$ cat config.mk
export PLATFORM = sky130hd
export DESIGN_NAME = mamt_ram
export DESIGN_NICKNAME = d
export VERILOG_FILES = /design/src/rtl/mamt_ram.sv
export SDC_FILE = /design/constraint.sdc
export NUM_CORES = 2
export LEC_CHECK = 0
export BUFFER_PORTS_ARGS = -buffer_cell sky130_fd_sc_hd__buf_2
export CAP_MARGIN = 20
export CORE_MARGIN = 10
export CORE_UTILIZATION = 45
export CTS_CLUSTER_SIZE = 12
export DETAILED_ROUTE_END_ITERATION = 16
export PLACE_DENSITY = 0.61
export SYNTH_ARGS = -nofsm -noshare
export SYNTH_HDL_FRONTEND = slang
export SYNTH_SLANG_ARGS = --single-unit
$ cat constraint.sdc
create_clock -name clock -period 2.8 [get_ports clock]
set_input_delay 0.42 -clock clock [delete_from_list [all_inputs] [get_ports clock]]
set_output_delay 0.42 -clock clock [all_outputs]
set_load 0.005 [all_outputs]
$ cat src/rtl/mamt_ram.sv
// ----------------------------------------------------------------------------
// mamt_ram
// Generic single-write, single-read RAM with registered read data.
// ----------------------------------------------------------------------------
module mamt_ram #(
   parameter int WIDTH = 16,
   parameter int DEPTH = 256,
   localparam int AW = (DEPTH > 1) ? $clog2(DEPTH) : 1
) (
   input  logic             clock,
   input  logic             we,
   input  logic [AW-1:0]    waddr,
   input  logic [WIDTH-1:0] wdata,
   input  logic [AW-1:0]    raddr,
   output logic [WIDTH-1:0] rdata
);

   logic [WIDTH-1:0] mem_ff [DEPTH];
   logic [WIDTH-1:0] rdata_ff;

   always_ff @(posedge clock) begin
      if (we) begin
         mem_ff[waddr] <= wdata;
      end
      rdata_ff <= mem_ff[raddr];
   end

   assign rdata = rdata_ff;

endmodule

## Word-level counts from Yosys, hierarchy flattened

Memory sizes are Yosys's and may differ from the RTL's. A register that Yosys moved wholly into a read port is not among the register bits.
Cells that the tools add are included.

- Bits in registers: 0
- Memory bits (writable): 4,096
- Bits of input ports: 34
- Output and inout bits: 16
- Word-level logic and storage cells: 3
- Memories kept: 1

- Multiplexer cells: 2

Memories:

| name | depth | width | read ports | clocked after memory_dff | wr ports | line | text |
|---|---|---|---|---|---|---|---|
| mem_ff | 256 | 16 | 1 | 1 | 1 | 18 | `logic [WIDTH-1:0] mem_ff [DEPTH];` |

Operators with widths:

| operator | number |
|---|---|
| $mux 1 | 2 |

## Depth between registers and ports, before layout

- Word-level depth: 2
- Gate-level depth with buffers: 12
- Gate-level depth less buffers: 6

## Worst setup path after synthesis

No wires, ideal clock.

- Path kind: input to register
- Start point: in waddr[3]
- End point: mem mem_ff[235][0] (enable)
- Setup time: 388 ps
- Arrival time: 2,197 ps
- Required time: 2,412 ps
- Setup slack: 215 ps
- Cell stages on the path: 6
- Buffers on the path: 3
- Path through: clkbuf_1 -> nor2b_1 -> clkbuf_1 -> nand4_1 -> clkbuf_1 -> nor2_1

RTL lines:

| item | line | text |
|---|---|---|
| from (decl) | 12 | `input logic [AW-1:0] waddr,` |
| to (decl) | 18 |  |

Straight into the memory's write port.

==> results.md <==
- Vias after detailed routing: 81137
- Largest family of logic cells by synthesized area: multiplexers
- Tot GR Track Use: 22.7%
- Adder-Cell Fraction of Synth Area: 0%
- Remaining DRCs: 0
- Area Overhead vs Synth: 17.0%
- Netlist Area Pre-Place: 159000 sq um
- Final min period: 2.78 ns
- Detailed placement HPWL: 272 mm
- DRT Pass-1 Iters: 7
- RSZ-0062 raised after global routing: no
- Sw power: 27.2 mW
- Post-synthesis simple-gate area fraction: 1.57%
- Initial antenna violation count: 22
- RD Place Congestion: 0.908
- Ports: 50
- Maxcap violations: 0
- CTS buffer count: 416
- Avg Cell Area, Syn: 21.6 sq um
- Switching Share: 21.5%
- Xor/xnor share of the synthesized area: 0%
- Final period util: 99.4%
- CTS sink cnt: 4112
- Hold Crit Class: input port to flip-flop
- Vert. Die Dim: 614 um
- Commonest non-fill, non-tap cell in the layout: edfxtp_1
- Kind of critical path: input port to flip-flop
- Rel. slew slack: 25.4%
- Core ar.: 352000 sq um
- Sequential Power Share: 53.8%
- Skew-Pair Late Insertion Delay: 0.95 ns
- Dominant cell type by area after synthesis: edfxtp_1
- Beginning of the worst hold path: wdata[4]
- Clk pin slew, worst setup/hold paths: 0.06 ns
- Syn. warnings: 0
- Peak VDD IR: 0.532 mV
- Share of layout cells above drive strength 1: 29.8%
- Critical Path RT: 3.66 ns
- Post-route worst setup slack: 0.0164 ns
- Cells after Synth: 7360
- # setup viols final: 0
- Clk network pwr share: 40.5%
- Power, Total: 126 mW
- Initial Util: 45.1%
- DP Worst Slack: -1.44 ns
- Main synth FF type: edfxtp_1
- WHS Endpoint: mem_ff[29][4]$_DFFE_PP_
- Pwr Density: 681 nW/um^2
- Die Wd: 614 um
- Routed Antenna Nets: 0
- Final Max Tran Viols: 0
- Status: finished, final reports clean
- Internal power: 99.3 mW
- H-tree Lvls: 5
- Comb power frac: 5.8%
- Hold Vio Cnt, Final: 0
- Crit. Startpoint: raddr[0]
- First-pass GRT wire length: 616 mm
- Largest net degree at the start of global routing: 98
- Clock Tree Buf Depth: 4
- Worst reg2reg setup slack: 0.02 ns
- Post-CTS Setup Bufs: 0
- Synth Area in Compound Gates: 3.54%
- Fillers: 27016
- Final wirelength: 435 mm
- DP Area: 173000 sq um
- Leak pwr: 59.9 nW
- Vias in the first global route: 81295
- Area contributors post-synth: edfxtp_1 77%, mux4_2 11%, mux2i_1 3.6%
- Root Driver: clkbuf_16
- Buffers on Ports: 49
- R2R Path End: rdata[15]$_DFF_P_
- Sequential fraction of the synthesis area: 77.7%
- EDFF count, synth: 4096
- Area share of the largest cell type after synthesis: 77.5%
- CP Launch Type: input port
- Routed length per instance: 32.6 um
- Synth cell types: 52
- Worst-Margin Slew: 1.11 ns
- Crit path capture type: flip-flop
- Syn_nets: 7394
- Fin Clk Skew: 0.0384 ns
- Total Die Area: 377000 sq um
- Most frequent cells in the layout: 4096 x edfxtp_1, 816 x buf_4, 797 x mux4_2, 565 x mux2i_1, 419 x clkbuf_16
- Crit path DAT: 3.64 ns
- RR Startpoint: mem_ff[11][15]$_DFFE_PP_
- Critical path peak fanout: 14
- Post-synthesis mux area share: 15.5%
- Gr ovfl total: 0
- Initial DRC Count: 10283
- R2r worst-path depth: 8
- Std-Cell Rows: 218
- Final nets: 8464
- DR vias/cell: 6.08
- Synth async-reset ratio: 0%
- Final instance area: 186000 sq um
- Hold path depth: 1
- Flops & latches, synth: 4112
- Peak Freq: 359 MHz
- CTS tree: done
==> critical path: stages <==
cell and delay, ns:
buf_12 0.12, buf_12 0.19, buf_12 0.23, buf_12 0.15
buf_4 0.24, buf_4 0.32, mux2i_1 0.14, o221ai_1 0.43
o22ai_1 0.23, a22oi_1 0.46, nand3_1 0.34, nor4_1 0.29
==> registers in the layout (all words and copies together) (netlist names) <==
| signal | flops |
|---|---|
| mem_ff | 4096 |
| rdata | 16 |
==> layout make-up <==
type	count	area, sq um	share of cell area (%)
Clock buffer	556	11100	5.98
Clock inverter	141	1170	0.633
Multi-Input combinational cell	2792	33100	17.8
Sequential cell	4112	123000	66.4
Antenna cell	13	32.5	0.0175
Tap cell	4620	5780	3.11
Inverter	4	27.5	0.0148
Timing Repair Buffer	1104	11200	6.04
==> Yosys cell counts, types with 18 or more instances <==
cell         n
edfxtp_1  4096
buf_4       26
o221ai_1   252
buf_6       77
mux2i_1    565
buf_2       76
o21ai_0     37
nor2_1     304
nand4_1     26
o22ai_1    148
mux4_2     797
nor3_1      92
clkbuf_1   230
a221oi_1    28
a211oi_1    18
nand2_1     38
o32ai_1     20
a22o_1      32
nand3_1     35
a22oi_1     43
a21oi_1    175
buf_1       27
mux2_2      88
==> timing repair <==
action | 4_1_cts | 5_1_grt
hold buffers | 15 | 0
gates resized for setup | 5 | 0
endpoints found under the hold margin | 518 | 0
endpoints found under the setup margin | 3 | 0
==> worst max path at each step <==
stage | endpoint | slack [ns] | depth (start not counted)
CTS | rdata[2]$_DFF_P_ | 0.06 | 6
floorplan | mem_ff[235][0]$_DFFE_PP_ | 0.21 | 6
finish | rdata[15]$_DFF_P_ | 0.02 | 12
global placement | rdata[15]$_DFF_P_ | -1.53 | 12
global route | rdata[15]$_DFF_P_ | 0.03 | 8
detailed placement | rdata[15]$_DFF_P_ | -1.44 | 12
==> power groups by stage <==
stage          combinational [mW]  clock, mW  sequential, mW
2_1_floorplan                3.35          0            69.2
3_3_place_gp                 7.14          0            69.3
3_5_place_dp                 7.26          0            69.3
4_1_cts                      7.30       52.0            68.0
5_1_grt                      7.63       54.4            68.0
6_report                     7.30       51.2            68.0
==> cell families (layout without fill, tap and decap cells) <==
| family | count (synthesis) | in the layout |
|---|---|---|
| AO/OA/AOI/OAI | 786 | 786 |
| buffers and inverters | 456 | 1805 |
| flip-flops | 4112 | 4112 |
| multiplexers | 1450 | 1450 |
| other | 0 | 13 |
| AND/OR/NAND/NOR | 556 | 556 |
==> through the flow <==
step | setup TNS (ns) | std cells | util [%] | hold WS [ns]
6_report | 0 | 13342 | 52.8 | 0.00241
5_1_grt | 0 | 13330 | 52.8 | 0.0108
4_1_cts | 0 | 13329 | 52.8 | 0.0370
3_5_place_dp | -9.39 | 12617 | 49.2 | 0.837
3_3_place_gp | -9.72 | 12616 | 49.2 | 0.819
2_1_floorplan | 0 | 7360 | - | 0.519
==> layer usage <==
layer / part of all wire [%] / vias to the layer above / track usage, %
met3: 9.0 / 682 / 4.89
met4: 4.3 / 2 / 8.37
met5: 0.0030 / - / 0
li1: - / 33425 / -
met1: 40 / 43254 / 31.5
met2: 47 / 3774 / 35.6
No activity file was read; power rests on OpenSTA's default activity.
