**src/rtl/mamt_pkg.sv**
```systemverilog
// ----------------------------------------------------------------------------
// mamt_pkg
// Shared types and codes for the matrix add / multiply / transpose core.
// ----------------------------------------------------------------------------
package mamt_pkg;

   localparam int MAX_DIM_DEFAULT   = 16;
   localparam int ELEM_BITS_DEFAULT = 16;

   localparam int DIM_BITS    = 5;
   localparam int IDX_BITS    = 4;
   localparam int INPUT_BITS  = 16;
   localparam int RESULT_BITS = 40;
   localparam int CSR_IDX_BITS = 3;

   localparam logic [1:0] OP_WRITE_A = 2'd0;
   localparam logic [1:0] OP_WRITE_B = 2'd1;
   localparam logic [1:0] OP_READ    = 2'd2;

   localparam logic [1:0] MODE_ADD       = 2'd0;
   localparam logic [1:0] MODE_MUL       = 2'd1;
   localparam logic [1:0] MODE_TRANSPOSE = 2'd2;

   localparam logic [1:0] STATUS_OK    = 2'd0;
   localparam logic [1:0] STATUS_DIMS  = 2'd1;
   localparam logic [1:0] STATUS_INDEX = 2'd2;

   localparam logic [CSR_IDX_BITS-1:0] CSR_MODE   = 3'd0;
   localparam logic [CSR_IDX_BITS-1:0] CSR_ROWS_A = 3'd1;
   localparam logic [CSR_IDX_BITS-1:0] CSR_COLS_A = 3'd2;
   localparam logic [CSR_IDX_BITS-1:0] CSR_ROWS_B = 3'd3;
   localparam logic [CSR_IDX_BITS-1:0] CSR_COLS_B = 3'd4;

   typedef enum logic [1:0] {
      S_IDLE,
      S_ISSUE,
      S_DRAIN,
      S_EMIT
   } state_type;

   typedef struct packed {
      logic       start;
      logic       issue;
      logic       last;
      logic [1:0] kind;
   } mac_ctrl_type;

endpackage

```
**src/rtl/mamt_mac.sv**
```systemverilog
// ----------------------------------------------------------------------------
// mamt_mac
// Term and accumulate pipeline behind the two store read ports: forms the
// product, sum or copy of the read data, then accumulates to the result.
// ----------------------------------------------------------------------------
module mamt_mac #(
   parameter int ELEM_BITS = mamt_pkg::ELEM_BITS_DEFAULT
) (
   input  logic                                clock,
   input  logic                                reset,
   input  mamt_pkg::mac_ctrl_type              ctrl,
   input  logic [ELEM_BITS-1:0]                a_rdata,
   input  logic [ELEM_BITS-1:0]                b_rdata,
   output logic                                done,
   output logic [mamt_pkg::RESULT_BITS-1:0]    acc
);

   localparam int TW = 2 * ELEM_BITS;

   logic                              s1_vld_ff, s1_vld_in;
   logic                              s1_last_ff, s1_last_in;
   logic                              s2_vld_ff, s2_vld_in;
   logic                              s2_last_ff, s2_last_in;
   logic                              done_ff, done_in;
   logic [TW-1:0]                     term_ff, term_in;
   logic [mamt_pkg::RESULT_BITS-1:0]  acc_ff, acc_in;

   always_comb begin
      s1_vld_in  = ctrl.issue;
      s1_last_in = ctrl.issue && ctrl.last;
      s2_vld_in  = s1_vld_ff;
      s2_last_in = s1_last_ff;

      case (ctrl.kind)
         mamt_pkg::MODE_MUL: term_in = TW'(a_rdata) * TW'(b_rdata);
         mamt_pkg::MODE_ADD: term_in = TW'(a_rdata) + TW'(b_rdata);
         default:            term_in = TW'(a_rdata);
      endcase

      if (ctrl.start) begin
         acc_in  = '0;
         done_in = 1'b0;
      end else begin
         acc_in  = s2_vld_ff ? acc_ff + mamt_pkg::RESULT_BITS'(term_ff) : acc_ff;
         done_in = done_ff || (s2_vld_ff && s2_last_ff);
      end
   end

   always_ff @(posedge clock) begin
      if (reset) begin
         s1_vld_ff  <= 1'b0;
         s1_last_ff <= 1'b0;
         s2_vld_ff  <= 1'b0;
         s2_last_ff <= 1'b0;
         done_ff    <= 1'b0;
      end else begin
         s1_vld_ff  <= s1_vld_in;
         s1_last_ff <= s1_last_in;
         s2_vld_ff  <= s2_vld_in;
         s2_last_ff <= s2_last_in;
         done_ff    <= done_in;
      end
      term_ff <= term_in;
      acc_ff  <= acc_in;
   end

   assign done = done_ff;
   assign acc  = acc_ff;

endmodule

```
**config.mk**
```make
export PLATFORM = sky130hd
export DESIGN_NAME = mamt_mac
export DESIGN_NICKNAME = d
export VERILOG_FILES = /design/src/rtl/mamt_pkg.sv /design/src/rtl/mamt_mac.sv
export SDC_FILE = /design/constraint.sdc
export NUM_CORES = 1
export LEC_CHECK = 0
export BUFFER_PORTS_ARGS = -buffer_cell sky130_fd_sc_hd__buf_2
export CAP_MARGIN = 15
export CORE_MARGIN = 5
export CORE_UTILIZATION = 45
export CTS_CLUSTER_DIAMETER = 200
export DETAILED_ROUTE_END_ITERATION = 10
export PLACE_DENSITY_LB_ADDON = 0.12
export SETUP_SLACK_MARGIN = 0.02
export SYNTH_ARGS = -nofsm -noshare
export SYNTH_HDL_FRONTEND = slang
export SYNTH_SLANG_ARGS = --single-unit
```
**constraint.sdc**
```tcl
create_clock -name clock -period 8.4 [get_ports clock]
set_clock_uncertainty 0.1 [all_clocks]
set_input_delay 0.84 -clock clock [delete_from_list [all_inputs] [get_ports clock]]
set_output_delay 0.84 -clock clock [all_outputs]
set_load 0.01 [all_outputs]
```
# ---- After elaboration in Yosys (flattened, before gate mapping)
# Index checks and enable logic that the tools add are counted.
dict set report totals {
  ff_bits 77
  wordCells 17
}
dict set report op_classes {
  n_addsub 2
  multipliers 1
  n_eq_ne 1
  mux 1
  n_reduce_logical 5
}
# cell count
set ops {}
lappend ops {{$pmux W32 S2} 1}
lappend ops {{$add A40 B32 Y40} 1}
lappend ops {{$mul A16 B16 Y32} 1}
lappend ops {{$add A16 B16 Y17} 1}
lappend ops {{$eq A2 B1 Y1 const B} 1}
lappend ops {{$logic_and A1 B1 Y1} 2}
lappend ops {{$logic_not A2 Y1} 1}
lappend ops {{$reduce_or A2 Y1} 1}
lappend ops {{$logic_or A1 B1 Y1} 1}

# ---- Depth between registers and ports, before layout
# Gate-level depths: netlist of run 1.
dict set report logic_depth {
  ltp_word 2
  ltp_mapped 23
}

# ---- Least setup slack after synthesis of run 1
# OpenSTA, ideal clock, no wires.
dict set report synth_timing {
  path_kind {input-to-reg}
  from {input port b_rdata[1]}
  to {register term_ff[29]}
  arrival_ps 6209
  path_slack_ps 1964
  stages 20
  path_buffers 2
  cell_sequence {clkbuf_1 -> nand2_1 -> fa_1 -> fa_1 -> fa_1 -> inv_1 -> fa_1 -> fa_1 -> inv_1 -> fa_1 -> inv_1 -> ha_1 -> clkbuf_1 -> a21oi_1 -> o21ai_0 -> o41ai_2 -> o211ai_1 -> a21oi_1 -> nor3_1 -> or3b_1}
}
dict set report synth_via {
  elab_chain_cells 2
}
# item line_no
set synth_rtl {}
lappend synth_rtl {{start, declared} mamt_mac.sv:13} ;# input logic [ELEM_BITS-1:0] b_rdata,
lappend synth_rtl {{$mul A16 B16 Y32} mamt_mac.sv:35} ;# mamt_pkg::MODE_MUL: term_in = TW'(a_rdata) * TW'(b_rdata);
lappend synth_rtl {{$pmux W32 S2} mamt_mac.sv:34} ;# case (ctrl.kind)
lappend synth_rtl {{via term_in[29]} mamt_mac.sv:25} ;# logic [TW-1:0] term_ff, term_in;
lappend synth_rtl {{end signal, assigned} mamt_mac.sv:63} ;# term_ff <= term_in;
lappend synth_rtl {{end, declared} mamt_mac.sv:25}
# The timed path passes the listed nets, and every way through them passes these cells.
# A chain may end at the register's enable or synchronous reset.

# ---- Final worst setup path of run 1
dict set report layout_timing {
  from {input port a_rdata[6]}
  to {register term_ff[29]}
}
dict set report layout_via {
  elab_chain_cells 2
}
# item line_no
set layout_rtl {}
lappend layout_rtl {{start, declared} mamt_mac.sv:12} ;# input logic [ELEM_BITS-1:0] a_rdata,
lappend layout_rtl {{$mul A16 B16 Y32} mamt_mac.sv:35}
lappend layout_rtl {{$pmux W32 S2} mamt_mac.sv:34}
lappend layout_rtl {{via term_in[29]} mamt_mac.sv:25}
# The timed path passes the listed nets, and every way through them passes these cells.

==> results of run 1 <==
[power by group through the flow]
stage	clock network, mW	registers, mW	logic, mW
2_1_floorplan	0	0.468	3.76
3_3_place_gp	0	0.481	4.92
3_5_place_dp	0	0.480	4.92
4_1_cts	0.355	0.472	4.96
5_1_grt	0.370	0.478	5.68
6_report	0.346	0.472	4.97
[cells in the mapped netlist, types with 3 or more instances]
library cell	count	share of area [%]
nor3b_1	4	0.22
o21bai_1	6	0.33
a21o_1	44	2.4
buf_1	7	0.19
o2111ai_1	4	0.25
fa_1	196	29
o21a_1	12	0.66
o21ai_0	48	1.7
nand2_1	196	5.4
a21oi_1	85	3.1
nand2b_1	10	0.46
or2_2	4	0.18
nor2b_1	13	0.59
buf_2	6	0.22
a211oi_1	13	0.71
and4_1	3	0.19
inv_1	263	7.2
xor2_1	19	1.2
nand3_1	19	0.69
xnor2_1	30	1.9
nor2_1	80	2.2
nor3_1	33	1.2
mux2i_1	15	1.1
nand3b_1	7	0.38
o21ai_1	6	0.22
or3_1	8	0.36
clkbuf_1	55	1.5
a31oi_1	9	0.41
a221o_1	3	0.22
nand4_1	9	0.41
o31ai_1	4	0.22
ha_1	152	14
o211ai_1	6	0.33
and3_1	5	0.23
and2_1	116	5.3
mux2_2	11	0.90
dfxtp_1	77	11
[cell families after synthesis]
group	Yosys count	synth area share [%]
flops	77	11.2
mux	26	1.99
fa+ha+maj	348	42.4
compound gates	280	13.6
buf+inv	332	9.12
xor+xnor	49	3.12
simple gates	520	18.6
[layer usage]
metal | share of wire (%) | wire length [um] | up-vias | global-route usage [%]
met4 | 1.8 | 660 | 0 | 4.58
met1 | 46 | 16600 | 5497 | 30.3
li1 | - | - | 5353 | -
met3 | 4.1 | 1490 | 55 | 2.30
met2 | 48 | 17600 | 274 | 38.6
met5 | 0 | 0 | - | 0
[final cells by class]
cell class	count	share of cell area, %
well taps	396	3.38
multi-input cells	1223	74.7
clock inverters	6	0.273
clock buffers	10	1.56
inverters	264	6.76
repair buffers	81	2.80
flip-flops and latches	77	10.5
[final timing paths]
path	start	to	depth (start not counted)
hold reg to reg	s1_last_ff	s2_last_ff	1
setup reg to reg	acc[0]	acc[24]	11
setup / recovery	a_rdata[6]	term_ff[29]	20
hold / removal	s1_last_ff	s2_last_ff	1
[sequential cells by signal (all words and copies together) (netlist names)]
register / cells
s2_last_ff: 1
acc: 40
s1_last_ff: 1
s1_vld_ff: 1
term_ff: 32
s2_vld_ff: 1
done: 1
[per-stage QoR]
stage               util, %  cell area, um2
floorplan                 -           13700
global placement       47.4           14400
detailed placement     47.4           14400
CTS                    48.3           14700
global route           48.3           14700
finish                 48.3           14700
==> metrics.txt, run 1 <==
Hold Crit Class reg -> reg; Syn Nets 2019; Clk pin slew, worst setup/hold paths 0.06 ns; Die Width 185 um; drt drc 0; Final ANT Viol Nets 0; Slew HR 31.4%; max incr delay on CP 0.52 ns; chip height 185 um; Cell Pwr Density 395 nW/um2; Core Box Area 30300 um2; largest net degree at the start of global routing 59; Setup WS pre-CTS 1.36 ns; Initial DRC Count 559; RePlAce Congestion 0.860; Initial Util 45.3%; prevailing post-synth register cell dfxtp_1; wirelength, routed 36400 um; CTS tree built; RSZ-0062 raised after global routing no; Post-Syn Instances 1632; global-route wire length before repair 61500 um; count of endpoints failing setup in the final report 0; Comb power frac 85.9%; placement row count 64; CTS buffer count 9; Worst-Skew Late Latency 0.34 ns; post_cts resized 0; Vias/cell 5.43; nets 2043; Crit Path Class in -> reg; synth unique cells 75; commonest non-fill, non-tap cell in the layout inv_1; DR WL/cell 17.7 um; P_sw 3.15 mW; initial antenna violation count 0; Min Clock Period, post-route 6.73 ns; Max Cap Viol 0; Worst-Margin Slew 1.03 ns; Leak 7.35 nW; Clock power frac 6.0%; commonest non-fill, non-tap cells in the layout inv_1 (263), nand2_1 (196), fa_1 (196); Reg power frac 8.2%; clock tree buffer depth 2; slowest CP cell fa_1; CP required 8.51 ns; Final Max Slew Viols 0; VDD IR-drop max 0.308 mV; Seq/Total Area, Yosys 11.2%; area of the mapped netlist 13700 um2; Clock Root Buffer clkbuf_16; Finished Layout Cells 2057; final setup margin 1.67 ns; Final Hold Fails 0; gr ovfl total 0; syn avg cell area 8.42 um2; hpwl dp 28900 um; Sw Ratio 54.3%; H-tree Lvls 3; Top delay family on crit path adder cells; reg-to-reg setup timing slack 5.23 ns; input/output buffers 79; vias in the first global route 11900; WP data arrival 6.84 ns; Pwr Total 5.79 mW; setup tns final 0 ns; area delta synth->final 6.64%; sequential cell area 1540 um2; via count 11200; Post-CTS Setup Bufs 0; CTS Sinks 77; multi-input logic area 11000 um2; worst hold slack 0.345 ns; All-Layer GR Usage 22.2%; io pins 80; share of cells above drive strength 1 7.71%; Layout fillers 3010; crit path cell chain buf_2 > ha_1 > fa_1 > inv_1 > fa_1 > fa_1 > inv_1 > fa_1 > fa_1 > inv_1 > fa_1 > inv_1 > ha_1 > a21oi_1 > o21ai_0 > o41ai_2 > o211ai_1 > a21oi_1 > nor3_1 > or3b_1; # diodes 0; most frequent CP cell fa_1; Placed Cells 2041; Internal Power 2.64 mW; Max Fclk 0.149 GHz; Worst setup SP type input pin; CP bufs+invs 5; share of synthesized registers carrying an async set or reset 0%; #FFs+latches synth 77; Ys Warns 0; status completed; Hold-fix buffers, CTS 0; TritonRoute pass-1 iters 5; period utilization 80.2%; CP endpoint kind flip-flop; EDFF count, synth 0; DIE AREA 34100 um2; Max FO, Critical Path 17
(Power assumes the default switching activity.)
==> run 2: changes to the inputs <==
==> constraint.sdc (replaced) <==
create_clock -name clock -period 6.4 [get_ports clock]
set_clock_uncertainty 0.1 [all_clocks]
set_input_delay 0.64 -clock clock [delete_from_list [all_inputs] [get_ports clock]]
set_output_delay 0.64 -clock clock [all_outputs]
set_load 0.01 [all_outputs]
==> metrics.txt, run 2 (same netlist as run 1, synthesis figures left out) <==
final setup margin 0.280 ns (-1.39 ns); wirelength, routed 36300 um (-0.21%); Largest register FFs 40 (unchanged); vias in the first global route 11700 (-2.1%); RePlAce Congestion 0.922 (+7.2%); CP Capture Point term_ff[31]; RSZ-0062 raised after global routing no; Clk pin slew, worst setup/hold paths 0.06 ns (about the same); sequential cell area 1540 um2 (unchanged); Reg-to-Reg Start acc[0]; Final Hold Fails 0 (unchanged); via count 11200 (+0.49%); CTS buffer count 9 (unchanged); Final ANT Viol Nets 0 (unchanged); DR WL/cell 17.0 um (-3.8%); Post-CTS Setup Bufs 0 (unchanged); area delta synth->final 11.5%; # diodes 0 (unchanged); Worst-Margin Slew 1.05 ns (+0.0185 ns); Setup WS pre-CTS -0.159 ns (-1.52 ns); WP data arrival 6.21 ns (-0.63 ns); Final Max Slew Viols 0 (unchanged); global-route wire length before repair 60900 um (-0.89%); gr ovfl total 0 (unchanged); Worst Setup SP a_rdata[9]; Cell Pwr Density 553 nW/um2 (+40%); status completed; H-tree Lvls 3 (unchanged); Vias/cell 5.26 (-3.1%); Initial DRC Count 705 (+26%); max incr delay on CP 0.57 ns (+0.05 ns); All-Layer GR Usage 22.0% (-0.20 points); Initial Util 45.3% (unchanged); Min Clock Period, post-route 6.12 ns; Worst setup SP type input pin; Worst-Skew Late Latency 0.34 ns (about the same); reg-to-reg setup timing slack 3.23 ns (-2.00 ns); input/output buffers 79 (unchanged); CP required 6.49 ns (-2.02 ns); CTS Sinks 77 (unchanged); placement row count 64 (unchanged); count of endpoints failing setup in the final report 0 (unchanged); nets 2122 (+3.9%); TritonRoute pass-1 iters 6 (+1); period utilization 95.6%; Clock Root Buffer clkbuf_16; Max Fclk 0.163 GHz; chip height 185 um (unchanged); commonest non-fill, non-tap cell in the layout inv_1; Layout fillers 2966 (-1.5%); clock tree buffer depth 2 (unchanged); critical path depth 22 (+10%); Die Width 185 um (unchanged); slowest CP cell fa_1; Crit Path Class in -> reg; share of cells above drive strength 1 11.9% (+4.2 points); worst hold slack 0.331 ns (-0.0139 ns); most frequent CP cell fa_1; Reg2Reg Depth 11 (unchanged); DIE AREA 34100 um2 (unchanged); Top delay family on crit path adder cells; initial antenna violation count 0 (unchanged); worst reg2reg path endpoint acc[34]; CTS tree built; multi-input logic area 11000 um2 (about the same); hpwl dp 31000 um (+7.2%); commonest non-fill, non-tap cells in the layout inv_1 (263), nand2_1 (196), fa_1 (196); Max FO, Critical Path 8 (-9); Slew HR 30.1% (-1.2 points); VDD IR-drop max 0.411 mV (+33%); CP endpoint kind flip-flop; crit path cell chain buf_2 > buf_4 > nand2_1 > fa_1 > inv_1 > fa_1 > fa_1 > fa_1 > fa_1 > inv_1 > fa_1 > inv_1 > ha_1 > a21oi_1 > o21a_1 > nand2_1 > a211oi_1 > buf_4 > o311ai_1 > a31oi_1 > xnor2_1 > nor2_1; io pins 80 (unchanged); Max Cap Viol 0 (unchanged); CP bufs+invs 6 (+1); largest net degree at the start of global routing 59 (unchanged); Leak 7.76 nW (+5.6%); Core Util, Final 50.5% (+2.2 points); drt drc 0 (unchanged); Hold Crit Class reg -> reg; Core Box Area 30300 um2 (unchanged)
run 2: cell types whose count changed in the layout (fill, tap and decap cells not counted), sizes merged:
cell / change
clkinvlp: -1
buf: +79
clkinv: -3
bufinv: +2
run 2: final cells by class:
cell class	count	share of cell area (%)
multi-input combinational	1223	71.5
sequential	77	10.1
timing repair buffer	160	6.71
inverter	264	6.47
tap	396	3.23
clock buffer	10	1.56
clock inverter	4	0.482
run 2: worst reg2reg max path, cell delays in order, from the launching register on:
cell       delay [ns]
dfxtp_1          0.35
ha_1             0.19
inv_1            0.06
fa_1             0.38
nor2b_1          0.21
o2111ai_1        0.18
a21boi_2         0.28
o21ai_1          0.17
a211oi_2         0.36
o211ai_1         0.20
a21boi_0         0.23
mux2_2           0.35
run 2: how the worst min path moves through the flow:
stage	startpoint	end	cells after the start	slack, ns
after floorplan	s1_last_ff	s2_last_ff	1	0.31
after global placement	s1_last_ff	s2_last_ff	1	0.32
after detailed placement	s1_vld_ff	s2_vld_ff	1	0.32
after CTS	s1_vld_ff	s2_vld_ff	1	0.33
after global routing	s1_vld_ff	s2_vld_ff	1	0.37
final	s1_vld_ff	s2_vld_ff	1	0.33
run 2: metal layers:
metal | track usage (%) | part of all wire (%) | up-vias
li1 | - | - | 5495
met1 | 31.4 | 48 | 5454
met2 | 36.6 | 46 | 253
met3 | 2.73 | 4.7 | 32
met4 | 3.99 | 1.3 | 0
met5 | 0 | 0 | -
run 2: what timing repair did:
| action | in CTS | in global routing |
|---|---|---|
| setup endpoints to repair | 0 | 2 |
| resized for setup | 0 | 2 |
| hold buffers | 0 | 0 |
run 2: power by group:
group / total (mW) / internal (mW) / leakage [nW] / switching, mW
clock: 0.534 / 0.347 / 0.154 / 0.187
combinational: 7.32 / 3.24 / 6.97 / 4.08
sequential: 0.620 / 0.575 / 0.631 / 0.0451
total: 8.48 / 4.17 / 7.76 / 4.31
run 2: per-stage QoR:
stage / setup TNS (ns) / cells / total power [mW] / instance area [um2]
6_report: 0 / 2134 / 8.48 / 15300
5_1_grt: 0 / 2134 / 9.45 / 15300
4_1_cts: 0 / 2134 / 8.47 / 15300
3_5_place_dp: -0.243 / 2120 / 7.86 / 15000
3_3_place_gp: -0.136 / 2120 / 7.89 / 15000
2_1_floorplan: 0 / 1632 / 5.55 / 13700
==> run 3: changes to the inputs <==
==> constraint.sdc (replaced) <==
create_clock -name clock -period 6.4 [get_ports clock]
set_clock_uncertainty 0.1 [all_clocks]
set_input_delay 1.28 -clock clock [delete_from_list [all_inputs] [get_ports clock]]
set_output_delay 1.28 -clock clock [all_outputs]
set_load 0.01 [all_outputs]
==> metrics.txt, run 3 (same netlist as run 1, synthesis figures left out) <==
status finished, violations left; failing checks negative setup slack; critical path depth 22 (unchanged); CTS tree built; commonest non-fill, non-tap cells in the layout inv_1 (242), nand2_1 (189), buf_4 (185); # diodes 0 (unchanged); Worst setup SP type input pin; DR WL/cell 16.9 um (-0.84%); io pins 80 (unchanged); clock tree buffer depth 2 (unchanged); Final Hold Fails 0 (unchanged); CP required 6.58 ns (+0.09 ns); All-Layer GR Usage 22.9% (+0.85 points); CTS buffer count 9 (unchanged); CP endpoint kind flip-flop; global-route wire length before repair 63200 um (+3.8%); area post-placement 15900 um2 (+5.8%); max incr delay on CP 0.55 ns (-0.02 ns); Worst-Skew Late Latency 0.34 ns (about the same); Largest register FFs 40 (unchanged); sequential cell area 1540 um2 (unchanged); H-tree Lvls 3 (unchanged); commonest non-fill, non-tap cell in the layout inv_1; largest net degree at the start of global routing 59 (unchanged); final setup margin -0.0709 ns (-0.351 ns); wirelength, routed 38100 um (+4.9%); CTS Sinks 77 (unchanged); Hold Crit Class reg -> reg; Die Width 185 um (unchanged); Layout fillers 2819 (-5.0%); Worst Hold Depth 1 (unchanged); Top delay family on crit path adder cells; most frequent CP cell fa_1; Initial DRC Count 581 (-18%); Max FO, Critical Path 5 (-3); chip height 185 um (unchanged); Vias/cell 5.25 (-0.30%); RePlAce Congestion 0.891 (-3.4%); Worst-Margin Slew 1.04 ns (-0.00558 ns); Slew HR 30.5% (+0.37 points); WP data arrival 6.65 ns (+0.44 ns); initial antenna violation count 0 (unchanged); TritonRoute pass-1 iters 5 (-1); nets 2243 (+5.7%); input/output buffers 79 (unchanged); Core Box Area 30300 um2 (unchanged); drt drc 0 (unchanged); area delta synth->final 24.8%; Final ANT Viol Nets 0 (unchanged); Initial Util 45.3% (unchanged); CP bufs+invs 7 (+1); share of cells above drive strength 1 24.2% (+12 points); crit path cell chain buf_12 > buf_4 > and2_4 > fa_1 > inv_1 > fa_1 > inv_1 > ha_2 > fa_1 > fa_1 > inv_1 > fa_1 > inv_2 > ha_4 > a21o_1 > a21o_1 > a21oi_4 > or4b_4 > nand2_4 > xor2_2 > a222oi_1 > buf_4; vias in the first global route 12300 (+5.6%); Clock Root Buffer clkbuf_16; multi-input logic area 11600 um2 (+5.8%); count of endpoints failing setup in the final report 4 (+4); Final Max Slew Viols 0 (unchanged); via count 11800 (+5.4%); Clk pin slew, worst setup/hold paths 0.06 ns (about the same); period utilization 101% (+5.5 points); Max Cap Viol 0 (unchanged); Max Fclk 0.155 GHz (-5.4%); Reg2Reg Depth 11 (unchanged); Min Clock Period, post-route 6.47 ns (+0.351 ns); placement row count 64 (unchanged); RSZ-0062 raised after global routing yes; DIE AREA 34100 um2 (unchanged); slowest CP cell fa_1; gr ovfl total 0 (unchanged); hpwl dp 31700 um (+2.3%); Crit Path Class in -> reg; final instance area 17200 um2 (+12%)
==> run 3: cell types whose count changed in the layout (fill, tap and decap cells not counted), sizes merged <==
cell,before,now
buf,160,280
bufinv,2,1
clkbuf,10,13
clkinvlp,0,1
==> run 3: layout make-up <==
type | count | area share, %
clock buffer | 12 | 1.44
tap | 396 | 2.89
sequential | 77 | 8.99
clock inverter | 4 | 0.277
multi-input combinational | 1223 | 67.6
inverter | 264 | 5.78
timing repair buffer | 281 | 13.1
==> run 3: per-layer routing <==
layer	GRT usage [%]	vias up	wire length, um
met2	39.7	268	18600
met1	30.9	5796	17000
met4	5.14	0	679
met3	2.59	45	1770
met5	0	-	0
li1	-	5737	-
==> run 3: stage by stage <==
step / std cells / hold slack [ns] / util, % / setup slack [ns] / setup TNS, ns
floorplan: 1632 / 0.314 / - / -0.105 / -0.217
global placement: 2209 / 0.317 / 52.3 / -0.647 / -7.28
detailed placement: 2209 / 0.323 / 52.3 / -0.619 / -7.96
CTS: 2240 / 0.337 / 54.9 / -0.0844 / -0.180
global route: 2257 / 0.363 / 56.5 / -0.203 / -1.93
finish: 2257 / 0.333 / 56.5 / -0.0709 / -0.144
==> run 3: path summary, 6_finish.rpt <==
kind,from,endpoint,slack (ns)
max,b_rdata[5],term_ff[14],-0.07
min reg2reg,s1_vld_ff,s2_vld_ff,0.33
max reg2reg,acc[0],acc[34],3.22
min,s1_vld_ff,s2_vld_ff,0.33
==> run 3: what timing repair did <==
| item | CTS | global route |
|---|---|---|
| endpoints found under the setup margin | 13 | 18 |
| endpoints found under the hold margin | 0 | 0 |
| setup buffers | 14 | 17 |
| hold buffers | 0 | 0 |
| resized for setup | 84 | 108 |
| pin swaps | 37 | 80 |
| cloned | 1 | 0 |
Power of run 3 is not shown: default switching activity piles up to over one toggle a cycle in this logic, so the estimate is an artifact.
